[config.mk]
export PLATFORM = sky130hd
export DESIGN_NAME = uri_query_tokenizer_unit
export DESIGN_NICKNAME = d
export VERILOG_FILES = /design/src/rtl/core/uqt_pkg.sv /design/src/rtl/core/uqt_front.sv /design/src/rtl/core/uqt_fifo.sv /design/src/rtl/core/uqt_back.sv /design/src/rtl/core/uri_query_tokenizer_unit.sv
export SDC_FILE = /design/constraint.sdc
export NUM_CORES = 1
export LEC_CHECK = 0
export BUFFER_PORTS_ARGS = -buffer_cell sky130_fd_sc_hd__buf_2
export CAP_MARGIN = 15
export CORE_ASPECT_RATIO = 2
export CORE_MARGIN = 2
export CORE_UTILIZATION = 40
export DETAILED_ROUTE_END_ITERATION = 10
export PLACE_DENSITY = 0.55
export SYNTH_ARGS = -nofsm -noshare
export SYNTH_HDL_FRONTEND = slang
export SYNTH_SLANG_ARGS = --single-unit
[constraint.sdc]
create_clock -name i_clk -period 8.47 [get_ports i_clk]
set_input_delay 1.694 -clock i_clk [delete_from_list [all_inputs] [get_ports i_clk]]
set_output_delay 1.694 -clock i_clk [all_outputs]
set_load 0.05 [all_outputs]
[src/rtl/core/uqt_pkg.sv]
// ----------------------------------------------------------------------------
// URI query tokenizer package
// Result types, the bundle of results one byte produces, and queue sizing.
// ----------------------------------------------------------------------------
`timescale 1ns / 1ps

package uqt_pkg;

    // Depth of the bundle queue between the parser and the result sequencer.
    localparam int QDEPTH = 4;
    localparam int QPTR_W = $clog2(QDEPTH);

    // Most results a single input byte can produce.
    localparam int MAX_RES = 3;

    typedef enum logic [2:0] {
        KIND_DATA       = 3'd0,
        KIND_ORIGIN_END = 3'd1,
        KIND_NAME_VAL   = 3'd2,
        KIND_NAME_FLAG  = 3'd3,
        KIND_VALUE_END  = 3'd4,
        KIND_DONE       = 3'd5
    } t_kind;

    typedef enum logic [1:0] {
        ROLE_ORIGIN = 2'd0,
        ROLE_NAME   = 2'd1,
        ROLE_VALUE  = 2'd2
    } t_role;

    typedef enum logic [2:0] {
        MODE_SKIP   = 3'd0,
        MODE_ORIGIN = 3'd1,
        MODE_START  = 3'd2,
        MODE_NAME   = 3'd3,
        MODE_VALUE  = 3'd4
    } t_mode;

    typedef struct packed {
        t_kind       kind;
        t_role       role;
        logic [7:0]  data;
    } t_res;

    // All results caused by one accepted byte, oldest in slot 0.
    typedef struct packed {
        logic [1:0]          cnt;
        t_res [MAX_RES-1:0]  res;
    } t_bundle;

    // Head of the queue as seen by the result sequencer.
    typedef struct packed {
        logic     valid;
        t_bundle  bundle;
    } t_q_head;

endpackage

[src/rtl/core/uqt_front.sv]
// ----------------------------------------------------------------------------
// URI query tokenizer parser
// Takes one byte per transfer, runs the tokenizer state, builds a result bundle.
// ----------------------------------------------------------------------------
`timescale 1ns / 1ps

module uqt_front
    import uqt_pkg::*;
(
    input  logic        i_clk,
    input  logic        i_rst_n,
    input  logic        i_accept,
    input  logic [7:0]  i_in_byte,
    input  logic        i_in_last,
    output logic        o_wr_en,
    output t_bundle     o_bundle
);

    localparam logic [7:0] CH_PCT  = 8'h25;
    localparam logic [7:0] CH_PLUS = 8'h2B;
    localparam logic [7:0] CH_QM   = 8'h3F;
    localparam logic [7:0] CH_AMP  = 8'h26;
    localparam logic [7:0] CH_EQ   = 8'h3D;
    localparam logic [7:0] CH_SP   = 8'h20;

    t_mode       r_mode,    n_mode;
    logic [1:0]  r_esc_cnt, n_esc_cnt;
    logic [7:0]  r_esc_val, n_esc_val;
    logic        r_esc_stop, n_esc_stop;
    logic        r_qfin,    n_qfin;

    t_bundle     bnd;
    logic        is_ws, is_end, do_tok;
    t_role       tok_role;
    logic [4:0]  hex;

    function automatic t_bundle add_res(t_bundle b, t_kind k, t_role r, logic [7:0] d);
        if (b.cnt < 2'(MAX_RES)) begin
            b.res[b.cnt] = '{kind: k, role: r, data: d};
            b.cnt        = b.cnt + 2'd1;
        end
        return b;
    endfunction

    // Returns the valid flag above the nibble value.
    function automatic logic [4:0] hex_of(logic [7:0] c);
        logic [4:0] h;
        h = 5'd0;
        if (c >= 8'h30 && c <= 8'h39) begin
            h = {1'b1, 4'(c - 8'h30)};
        end else if (c >= 8'h61 && c <= 8'h66) begin
            h = {1'b1, 4'(c - 8'h57)};
        end else if (c >= 8'h41 && c <= 8'h46) begin
            h = {1'b1, 4'(c - 8'h37)};
        end
        return h;
    endfunction

    assign is_ws  = (i_in_byte == CH_SP) || (i_in_byte == 8'h09) || (i_in_byte == 8'h0A) ||
                    (i_in_byte == 8'h0D) || (i_in_byte == 8'h0C) || (i_in_byte == 8'h0B);
    assign is_end = is_ws || (i_in_byte == CH_AMP) || (i_in_byte == CH_QM);
    assign hex    = hex_of(i_in_byte);

    always_comb begin
        n_mode     = r_mode;
        n_esc_cnt  = r_esc_cnt;
        n_esc_val  = r_esc_val;
        n_esc_stop = r_esc_stop;
        n_qfin     = r_qfin;
        bnd        = '0;
        do_tok     = 1'b0;
        tok_role   = ROLE_NAME;

        if (!r_qfin) begin
            case (r_mode)
                MODE_SKIP: begin
                    if (is_ws) begin
                        n_mode = MODE_SKIP;
                    end else if (i_in_byte == CH_QM) begin
                        n_mode = MODE_START;
                    end else begin
                        bnd    = add_res(bnd, KIND_DATA, ROLE_ORIGIN, i_in_byte);
                        n_mode = MODE_ORIGIN;
                    end
                end
                MODE_ORIGIN: begin
                    if (is_ws || i_in_byte == CH_QM) begin
                        bnd    = add_res(bnd, KIND_ORIGIN_END, ROLE_ORIGIN, 8'h00);
                        n_mode = MODE_START;
                    end else begin
                        bnd    = add_res(bnd, KIND_DATA, ROLE_ORIGIN, i_in_byte);
                    end
                end
                MODE_START: begin
                    if (is_ws) begin
                        n_qfin = 1'b1;
                    end else if (i_in_byte == CH_AMP || i_in_byte == CH_QM) begin
                        bnd    = add_res(bnd, KIND_NAME_FLAG, ROLE_NAME, 8'h00);
                    end else if (i_in_byte == CH_EQ) begin
                        bnd    = add_res(bnd, KIND_NAME_VAL, ROLE_NAME, 8'h00);
                        n_mode = MODE_VALUE;
                    end else begin
                        n_mode = MODE_NAME;
                        do_tok = 1'b1;
                    end
                end
                MODE_NAME: begin
                    if (is_end || i_in_byte == CH_EQ) begin
                        if (n_esc_cnt != 2'd0) begin
                            bnd        = add_res(bnd, KIND_DATA, ROLE_NAME, n_esc_val);
                            n_esc_cnt  = 2'd0;
                            n_esc_val  = 8'h00;
                            n_esc_stop = 1'b0;
                        end
                        if (is_end) begin
                            bnd    = add_res(bnd, KIND_NAME_FLAG, ROLE_NAME, 8'h00);
                            n_mode = MODE_START;
                        end else begin
                            bnd    = add_res(bnd, KIND_NAME_VAL, ROLE_NAME, 8'h00);
                            n_mode = MODE_VALUE;
                        end
                    end else begin
                        do_tok = 1'b1;
                    end
                end
                MODE_VALUE: begin
                    if (is_end) begin
                        if (n_esc_cnt != 2'd0) begin
                            bnd        = add_res(bnd, KIND_DATA, ROLE_VALUE, n_esc_val);
                            n_esc_cnt  = 2'd0;
                            n_esc_val  = 8'h00;
                            n_esc_stop = 1'b0;
                        end
                        bnd    = add_res(bnd, KIND_VALUE_END, ROLE_VALUE, 8'h00);
                        n_mode = MODE_START;
                    end else begin
                        tok_role = ROLE_VALUE;
                        do_tok   = 1'b1;
                    end
                end
                default: begin
                    n_mode     = MODE_SKIP;
                    n_esc_cnt  = 2'd0;
                    n_esc_val  = 8'h00;
                    n_esc_stop = 1'b0;
                end
            endcase
        end

        // Ordinary token character: escape digit handling or plain data.
        if (do_tok) begin
            if (n_esc_cnt != 2'd0) begin
                if (!n_esc_stop && hex[4]) begin
                    n_esc_val = {n_esc_val[3:0], hex[3:0]};
                end else begin
                    n_esc_stop = 1'b1;
                end
                if (n_esc_cnt >= 2'd2) begin
                    bnd        = add_res(bnd, KIND_DATA, tok_role, n_esc_val);
                    n_esc_cnt  = 2'd0;
                    n_esc_val  = 8'h00;
                    n_esc_stop = 1'b0;
                end else begin
                    n_esc_cnt = 2'd2;
                end
            end else if (i_in_byte == CH_PCT) begin
                n_esc_cnt  = 2'd1;
                n_esc_val  = 8'h00;
                n_esc_stop = 1'b0;
            end else begin
                bnd = add_res(bnd, KIND_DATA, tok_role,
                              (i_in_byte == CH_PLUS) ? CH_SP : i_in_byte);
            end
        end

        // Final byte closes the open token, reports done and rearms the parser.
        if (i_in_last) begin
            if (!n_qfin) begin
                if (n_mode == MODE_ORIGIN) begin
                    bnd = add_res(bnd, KIND_ORIGIN_END, ROLE_ORIGIN, 8'h00);
                end else if (n_mode == MODE_NAME) begin
                    if (n_esc_cnt != 2'd0) begin
                        bnd = add_res(bnd, KIND_DATA, ROLE_NAME, n_esc_val);
                    end
                    bnd = add_res(bnd, KIND_NAME_FLAG, ROLE_NAME, 8'h00);
                end else if (n_mode == MODE_VALUE) begin
                    if (n_esc_cnt != 2'd0) begin
                        bnd = add_res(bnd, KIND_DATA, ROLE_VALUE, n_esc_val);
                    end
                    bnd = add_res(bnd, KIND_VALUE_END, ROLE_VALUE, 8'h00);
                end
            end
            bnd        = add_res(bnd, KIND_DONE, ROLE_ORIGIN, 8'h00);
            n_mode     = MODE_SKIP;
            n_esc_cnt  = 2'd0;
            n_esc_val  = 8'h00;
            n_esc_stop = 1'b0;
            n_qfin     = 1'b0;
        end
    end

    always_ff @(posedge i_clk) begin
        if (!i_rst_n) begin
            r_mode     <= MODE_SKIP;
            r_esc_cnt  <= 2'd0;
            r_esc_val  <= 8'h00;
            r_esc_stop <= 1'b0;
            r_qfin     <= 1'b0;
        end else if (i_accept) begin
            r_mode     <= n_mode;
            r_esc_cnt  <= n_esc_cnt;
            r_esc_val  <= n_esc_val;
            r_esc_stop <= n_esc_stop;
            r_qfin     <= n_qfin;
        end
    end

    assign o_wr_en  = i_accept && (bnd.cnt != 2'd0);
    assign o_bundle = bnd;

endmodule

[src/rtl/core/uqt_fifo.sv]
// ----------------------------------------------------------------------------
// URI query tokenizer bundle queue
// Short register queue of result bundles between parser and sequencer.
// ----------------------------------------------------------------------------
`timescale 1ns / 1ps

module uqt_fifo
    import uqt_pkg::*;
(
    input  logic     i_clk,
    input  logic     i_rst_n,
    input  logic     i_wr_en,
    input  t_bundle  i_wr_data,
    input  logic     i_rd_en,
    output t_q_head  o_head,
    output logic     o_full
);

    t_bundle             r_mem [QDEPTH];
    logic [QPTR_W-1:0]   r_wptr, r_rptr;
    logic [QPTR_W:0]     r_count;

    always_ff @(posedge i_clk) begin
        if (i_wr_en) begin
            r_mem[r_wptr] <= i_wr_data;
        end
    end

    always_ff @(posedge i_clk) begin
        if (!i_rst_n) begin
            r_wptr  <= '0;
            r_rptr  <= '0;
            r_count <= '0;
        end else begin
            if (i_wr_en) begin
                r_wptr <= r_wptr + 1'b1;
            end
            if (i_rd_en) begin
                r_rptr <= r_rptr + 1'b1;
            end
            case ({i_wr_en, i_rd_en})
                2'b10:   r_count <= r_count + 1'b1;
                2'b01:   r_count <= r_count - 1'b1;
                default: r_count <= r_count;
            endcase
        end
    end

    assign o_head.valid  = (r_count != '0);
    assign o_head.bundle = r_mem[r_rptr];
    assign o_full        = (r_count == (QPTR_W+1)'(QDEPTH));

endmodule

[src/rtl/core/uqt_back.sv]
// ----------------------------------------------------------------------------
// URI query tokenizer result sequencer
// Walks the slots of the head bundle and hands out one result per transfer.
// ----------------------------------------------------------------------------
`timescale 1ns / 1ps

module uqt_back
    import uqt_pkg::*;
(
    input  logic        i_clk,
    input  logic        i_rst_n,
    input  t_q_head     i_head,
    input  logic        i_pop,
    output logic        o_rd_en,
    output logic        o_empty,
    output logic [2:0]  o_kind,
    output logic [1:0]  o_role,
    output logic [7:0]  o_byte,
    output logic        o_run_last
);

    logic [1:0]  r_idx;
    t_res        cur;
    logic        at_last, take;

    assign cur     = i_head.bundle.res[r_idx];
    assign at_last = (r_idx == (i_head.bundle.cnt - 2'd1));
    assign take    = i_pop && i_head.valid;

    always_ff @(posedge i_clk) begin
        if (!i_rst_n) begin
            r_idx <= 2'd0;
        end else if (take) begin
            r_idx <= at_last ? 2'd0 : (r_idx + 2'd1);
        end
    end

    assign o_rd_en    = take && at_last;
    assign o_empty    = !i_head.valid;
    assign o_kind     = cur.kind;
    assign o_role     = cur.role;
    assign o_byte     = cur.data;
    assign o_run_last = at_last;

endmodule

[src/rtl/core/uri_query_tokenizer_unit.sv]
// ----------------------------------------------------------------------------
// URI query tokenizer
// Streaming splitter of URI text into origin, parameter names and values.
// ----------------------------------------------------------------------------
// Usage: raw URI bytes enter on the input queue port (push/full), one byte
// per transfer, with i_in_last set on the final byte of a text. Decoded
// results leave on the output queue port (empty/pop); each result carries a
// kind, a role, a byte and a flag marking the last result of its input byte.
// Throughput: one input byte per cycle while the queue is not full. The
// parser handles each byte in the cycle it is accepted; a byte may cause
// zero to three results, and the output side moves one result per cycle
// while the receiver pops, so bytes with several results drain at that
// rate through a four-entry bundle queue. A result appears on the output
// ports in the cycle after its byte is accepted, when the queue was empty.
// Reset (synchronous, active low) rearms the parser to skip leading
// whitespace and empties the queue. If the receiver stalls, results wait in
// the queue and full rises once it holds four bundles; input bytes that
// cause no result are still accepted while the queue has room.
// ----------------------------------------------------------------------------
`timescale 1ns / 1ps

module uri_query_tokenizer_unit
    import uqt_pkg::*;
(
    input  logic        i_clk,
    input  logic        i_rst_n,
    input  logic        push,
    output logic        full,
    input  logic [7:0]  i_in_byte,
    input  logic        i_in_last,
    output logic        empty,
    input  logic        pop,
    output logic [2:0]  o_out_kind,
    output logic [1:0]  o_out_role,
    output logic [7:0]  o_out_byte,
    output logic        o_out_run_last
);

    logic     accept;
    logic     wr_en, rd_en;
    t_bundle  bundle;
    t_q_head  head;

    // An input transfer happens whenever the queue has room for a bundle.
    assign accept = push && !full;

    uqt_front u_front (
        .i_clk     (i_clk),
        .i_rst_n   (i_rst_n),
        .i_accept  (accept),
        .i_in_byte (i_in_byte),
        .i_in_last (i_in_last),
        .o_wr_en   (wr_en),
        .o_bundle  (bundle)
    );

    uqt_fifo u_fifo (
        .i_clk     (i_clk),
        .i_rst_n   (i_rst_n),
        .i_wr_en   (wr_en),
        .i_wr_data (bundle),
        .i_rd_en   (rd_en),
        .o_head    (head),
        .o_full    (full)
    );

    // The sequencer retires a bundle after the transfer of its last result.
    uqt_back u_back (
        .i_clk      (i_clk),
        .i_rst_n    (i_rst_n),
        .i_head     (head),
        .i_pop      (pop),
        .o_rd_en    (rd_en),
        .o_empty    (empty),
        .o_kind     (o_out_kind),
        .o_role     (o_out_role),
        .o_byte     (o_out_byte),
        .o_run_last (o_out_run_last)
    );

endmodule

==> impl_metrics.py <==
metrics = {
    "status": {
        "status": "finished, final reports clean",
    },
    "critical_path": {
        "critical_path.max_fanout": 11,
        "max_stage_delay_ps": 430,
        "crit_path_start_kind": "input port",
        "critPathSlowestCell": "a31oi_2",
        "crit_path_frequent_cell": "inv_1",
        "crit_type": "in -> reg",
        "cp.required_ps": 8820,
        "crit_chain": "buf_2 > inv_1 > ha_1 > nor2_1 > o22ai_1 > a21o_1 > a211o_1 > nor2_1 > a31oi_2 > and2b_1 > a21oi_4 > inv_1 > ha_1 > inv_1 > fa_1 > xor2_1 > or3_1 > a21boi_0",
        "arrival_ps": 5810,
        "crit_buf_inv": 4,
        "cp_top_family": "compound AO/OA/AOI/OAI gates",
        "reg2reg_slack_ps": 4260,
        "endpoint_kind": "flop",
    },
    "logic_synthesis": {
        "ys.flop_type": "edfxtp_1",
        "async_reset_ff_frac": 0,
        "synth_area_um2": 9170,
        "syn_area_per_cell_um2": 13.79,
        "synth_area_leaders": "edfxtp_1, mux4_2, dfxtp_1",
        "yosysTopAreaCell": "edfxtp_1",
        "yosysSeqAreaShare": 0.5938,
        "ys_ff_latch": 190,
        "synthSimpleGateAreaFrac": 0.1045,
        "postSynthCellCount": 665,
        "synth-compound-area-share": 0.1277,
        "yosysTopAreaCellShare": 0.5370,
        "synth_common_cells": "edfxtp_1, mux4_2, nand2_1",
        "synthAdderAreaFrac": 0.01583,
        "synth_warnings": 0,
        "yosysMostFrequentCell": "edfxtp_1",
        "synth_cell_type_count": 73,
        "synth_top_family_by_area": "compound AO/OA/AOI/OAI gates",
        "synthMuxAreaShare": 0.1216,
        "synth_xor_area_frac": 0.009551,
        "synth_edf_count": 164,
    },
    "sta": {
        "period_share": 0.6444,
        "setup_ws_ps": 3012,
        "maxSlewHeadroom": 0.3564,
        "fmax_mhz": 183.2,
        "whs_ps": 504.2,
        "fin_skew_ps": 7.777,
        "setup_viol": 0,
        "layout_min_cycle_time_ps": 5458,
        "worstMarginPinSlew_ps": 941.1,
        "grt_setup_unrepaired": "false",
        "drv_slew": 0,
        "fin_setup_tns_ps": 0,
        "hold_viol": 0,
    },
    "clock_network": {
        "clock_latency_ps": 430,
        "post-cts-setup-buffers": 0,
        "cts.sinks": 190,
        "cts_buffers": 17,
        "clkTransAtPathRegs_ps": 70,
        "cts_root_buf": "clkbuf_16",
        "cts_resized": 0,
        "cts_htree_levels": 4,
        "cts_tree": "yes",
        "clockBufferDepth": 2,
        "hold_buffers": 0,
    },
    "floorplan": {
        "pin_count": 29,
        "std_cell_rows": 78,
        "dieArea_um2": 24230,
        "core_area_um2": 22640,
        "initial_core_util": 0.4050,
        "die_x_um": 111.1,
        "die_h_um": 218.1,
    },
    "cells_and_area": {
        "antenna_cells": 0,
        "drive_gt1_frac": 0.1870,
        "areaGrowthSynthToFinish_pct": 12.21,
        "final_util": 0.4545,
        "fin_nets": 749,
    },
    "routing": {
        "drcViolationCount": 0,
        "drt_iter0_drc": 421,
        "wl_per_cell_um": 20.64,
        "dr.pass1.iters": 5,
        "wirelength_um": 21020,
        "vias_per_cell": 5.653,
        "ant_nets": 0,
        "via_count": 5755,
    },
    "pwr": {
        "ir_drop_v": 0.0001196,
        "p_per_area_nw_per_um2": 224.4,
        "p_leak_nw": 3.476,
        "power_mw": 2.309,
    },
    "global_routing": {
        "grtUsageTotal": 0.1793,
        "globalRouteOverflowTotal": 0,
        "grt_first_pass_wirelength_um": 33120,
        "antenna_found_initial": 0,
        "grt_max_degree": 42,
        "grt_pass1_vias": 6057,
    },
    "placement": {
        "io_buffers": 28,
        "dpl.hpwl_um": 14590,
        "gp_congestion": 0.9614,
        "dpl_worst_slack_ps": 2643,
    },
    "min_path": {
        "hp-class": "reg -> reg",
    },
    "flow_run": {
        "maxCapViolations": 0,
    },
}
-- layout by cell type, fill, tap and decap left out, types with 6 or more instances in the layout --
master and instances:
edfxtp_1 164, mux4_2 41, conb_1 40, nand2_1 36, nor2_1 35, a22oi_1 31
buf_2 28, o21ai_0 26, inv_1 26, dfxtp_1 24, nor2b_1 19, a21oi_1 19
mux2i_1 18, clkbuf_16 17, o22ai_1 14, and2_1 14, ha_1 10, nand2b_1 9
a21o_1 9, a31oi_1 9, nor3_1 8, nand3_1 8, o21ai_1 8, buf_4 8
xnor2_1 7, inv_6 7, nand4_1 6, and3_1 6
-- per-stage QoR --
stage / area (µm²) / cells
CTS: 10290 / 1018
global route: 10290 / 1018
detailed placement: 9728 / 986
global placement: 9728 / 986
finish: 10290 / 1018
floorplan: 9316 / 704
-- worst min-delay path: cells and delay by family, from the launching register on --
kind            cells  cell delay [ps]
flops               1              340
simple gates        1               60
compound gates      1               60
-- state kept, by name, summed over array words and instances (netlist names), named ones only --
register and cells:
u_fifo.r_wptr 2, u_fifo.r_mem 164, u_fifo.r_count 3, u_front.r_mode 3, u_front.r_qfin 1, u_fifo.r_rptr 2
u_front.r_esc_stop 1, u_back.r_idx 2, u_front.r_esc_cnt 2, u_front.r_esc_val 8
-- cell type report --
type | instances | area (µm²)
inverter | 26 | 97.59
fill | 2066 | 12350
timing repair buffer | 36 | 200.2
clock buffer | 18 | 439.2
clock inverter | 14 | 122.6
tap | 280 | 350.3
multi-input combinational | 454 | 3632
sequential | 190 | 5448
-- power by group --
group / switching [mW] / leakage (nW) / internal, mW / total (mW)
combinational: 0.290 / 1.46 / 0.158 / 0.448
clock: 0.363 / 0.282 / 0.396 / 0.759
sequential: 0.0186 / 1.73 / 1.08 / 1.10
-- metal layers --
layer | GRT usage | vias to the layer above | share of wire
li1 | - | 2695 | -
met1 | 0.1876 | 2843 | 0.37
met2 | 0.3481 | 173 | 0.56
met3 | 0.02829 | 44 | 0.034
met4 | 0.08107 | 0 | 0.036
met5 | 0 | - | 0
-- cell families (layout without fill, tap and decap cells) --
family | after synthesis | in the layout
other | 1 | 40
AO/OA/AOI/OAI | 161 | 161
AND/OR/NAND/NOR | 172 | 172
multiplexers | 60 | 60
buffers and inverters | 60 | 94
adder cells (fa/ha/maj) | 11 | 11
flip-flops | 190 | 190
XOR/XNOR | 10 | 10
-- final timing paths --
| kind | startpoint | end | depth (start not counted) |
|---|---|---|---|
| worst max register to register | u_front.r_mode[1] | u_fifo.r_count[2] | 15 |
| worst min-delay path | u_fifo.r_wptr[1] | u_fifo.r_wptr[1] | 2 |
| worst max-delay path | i_in_byte[0] | u_fifo.r_count[2] | 18 |
| worst min register to register | u_fifo.r_wptr[1] | u_fifo.r_wptr[1] | 2 |
(Power assumes the default switching activity.)
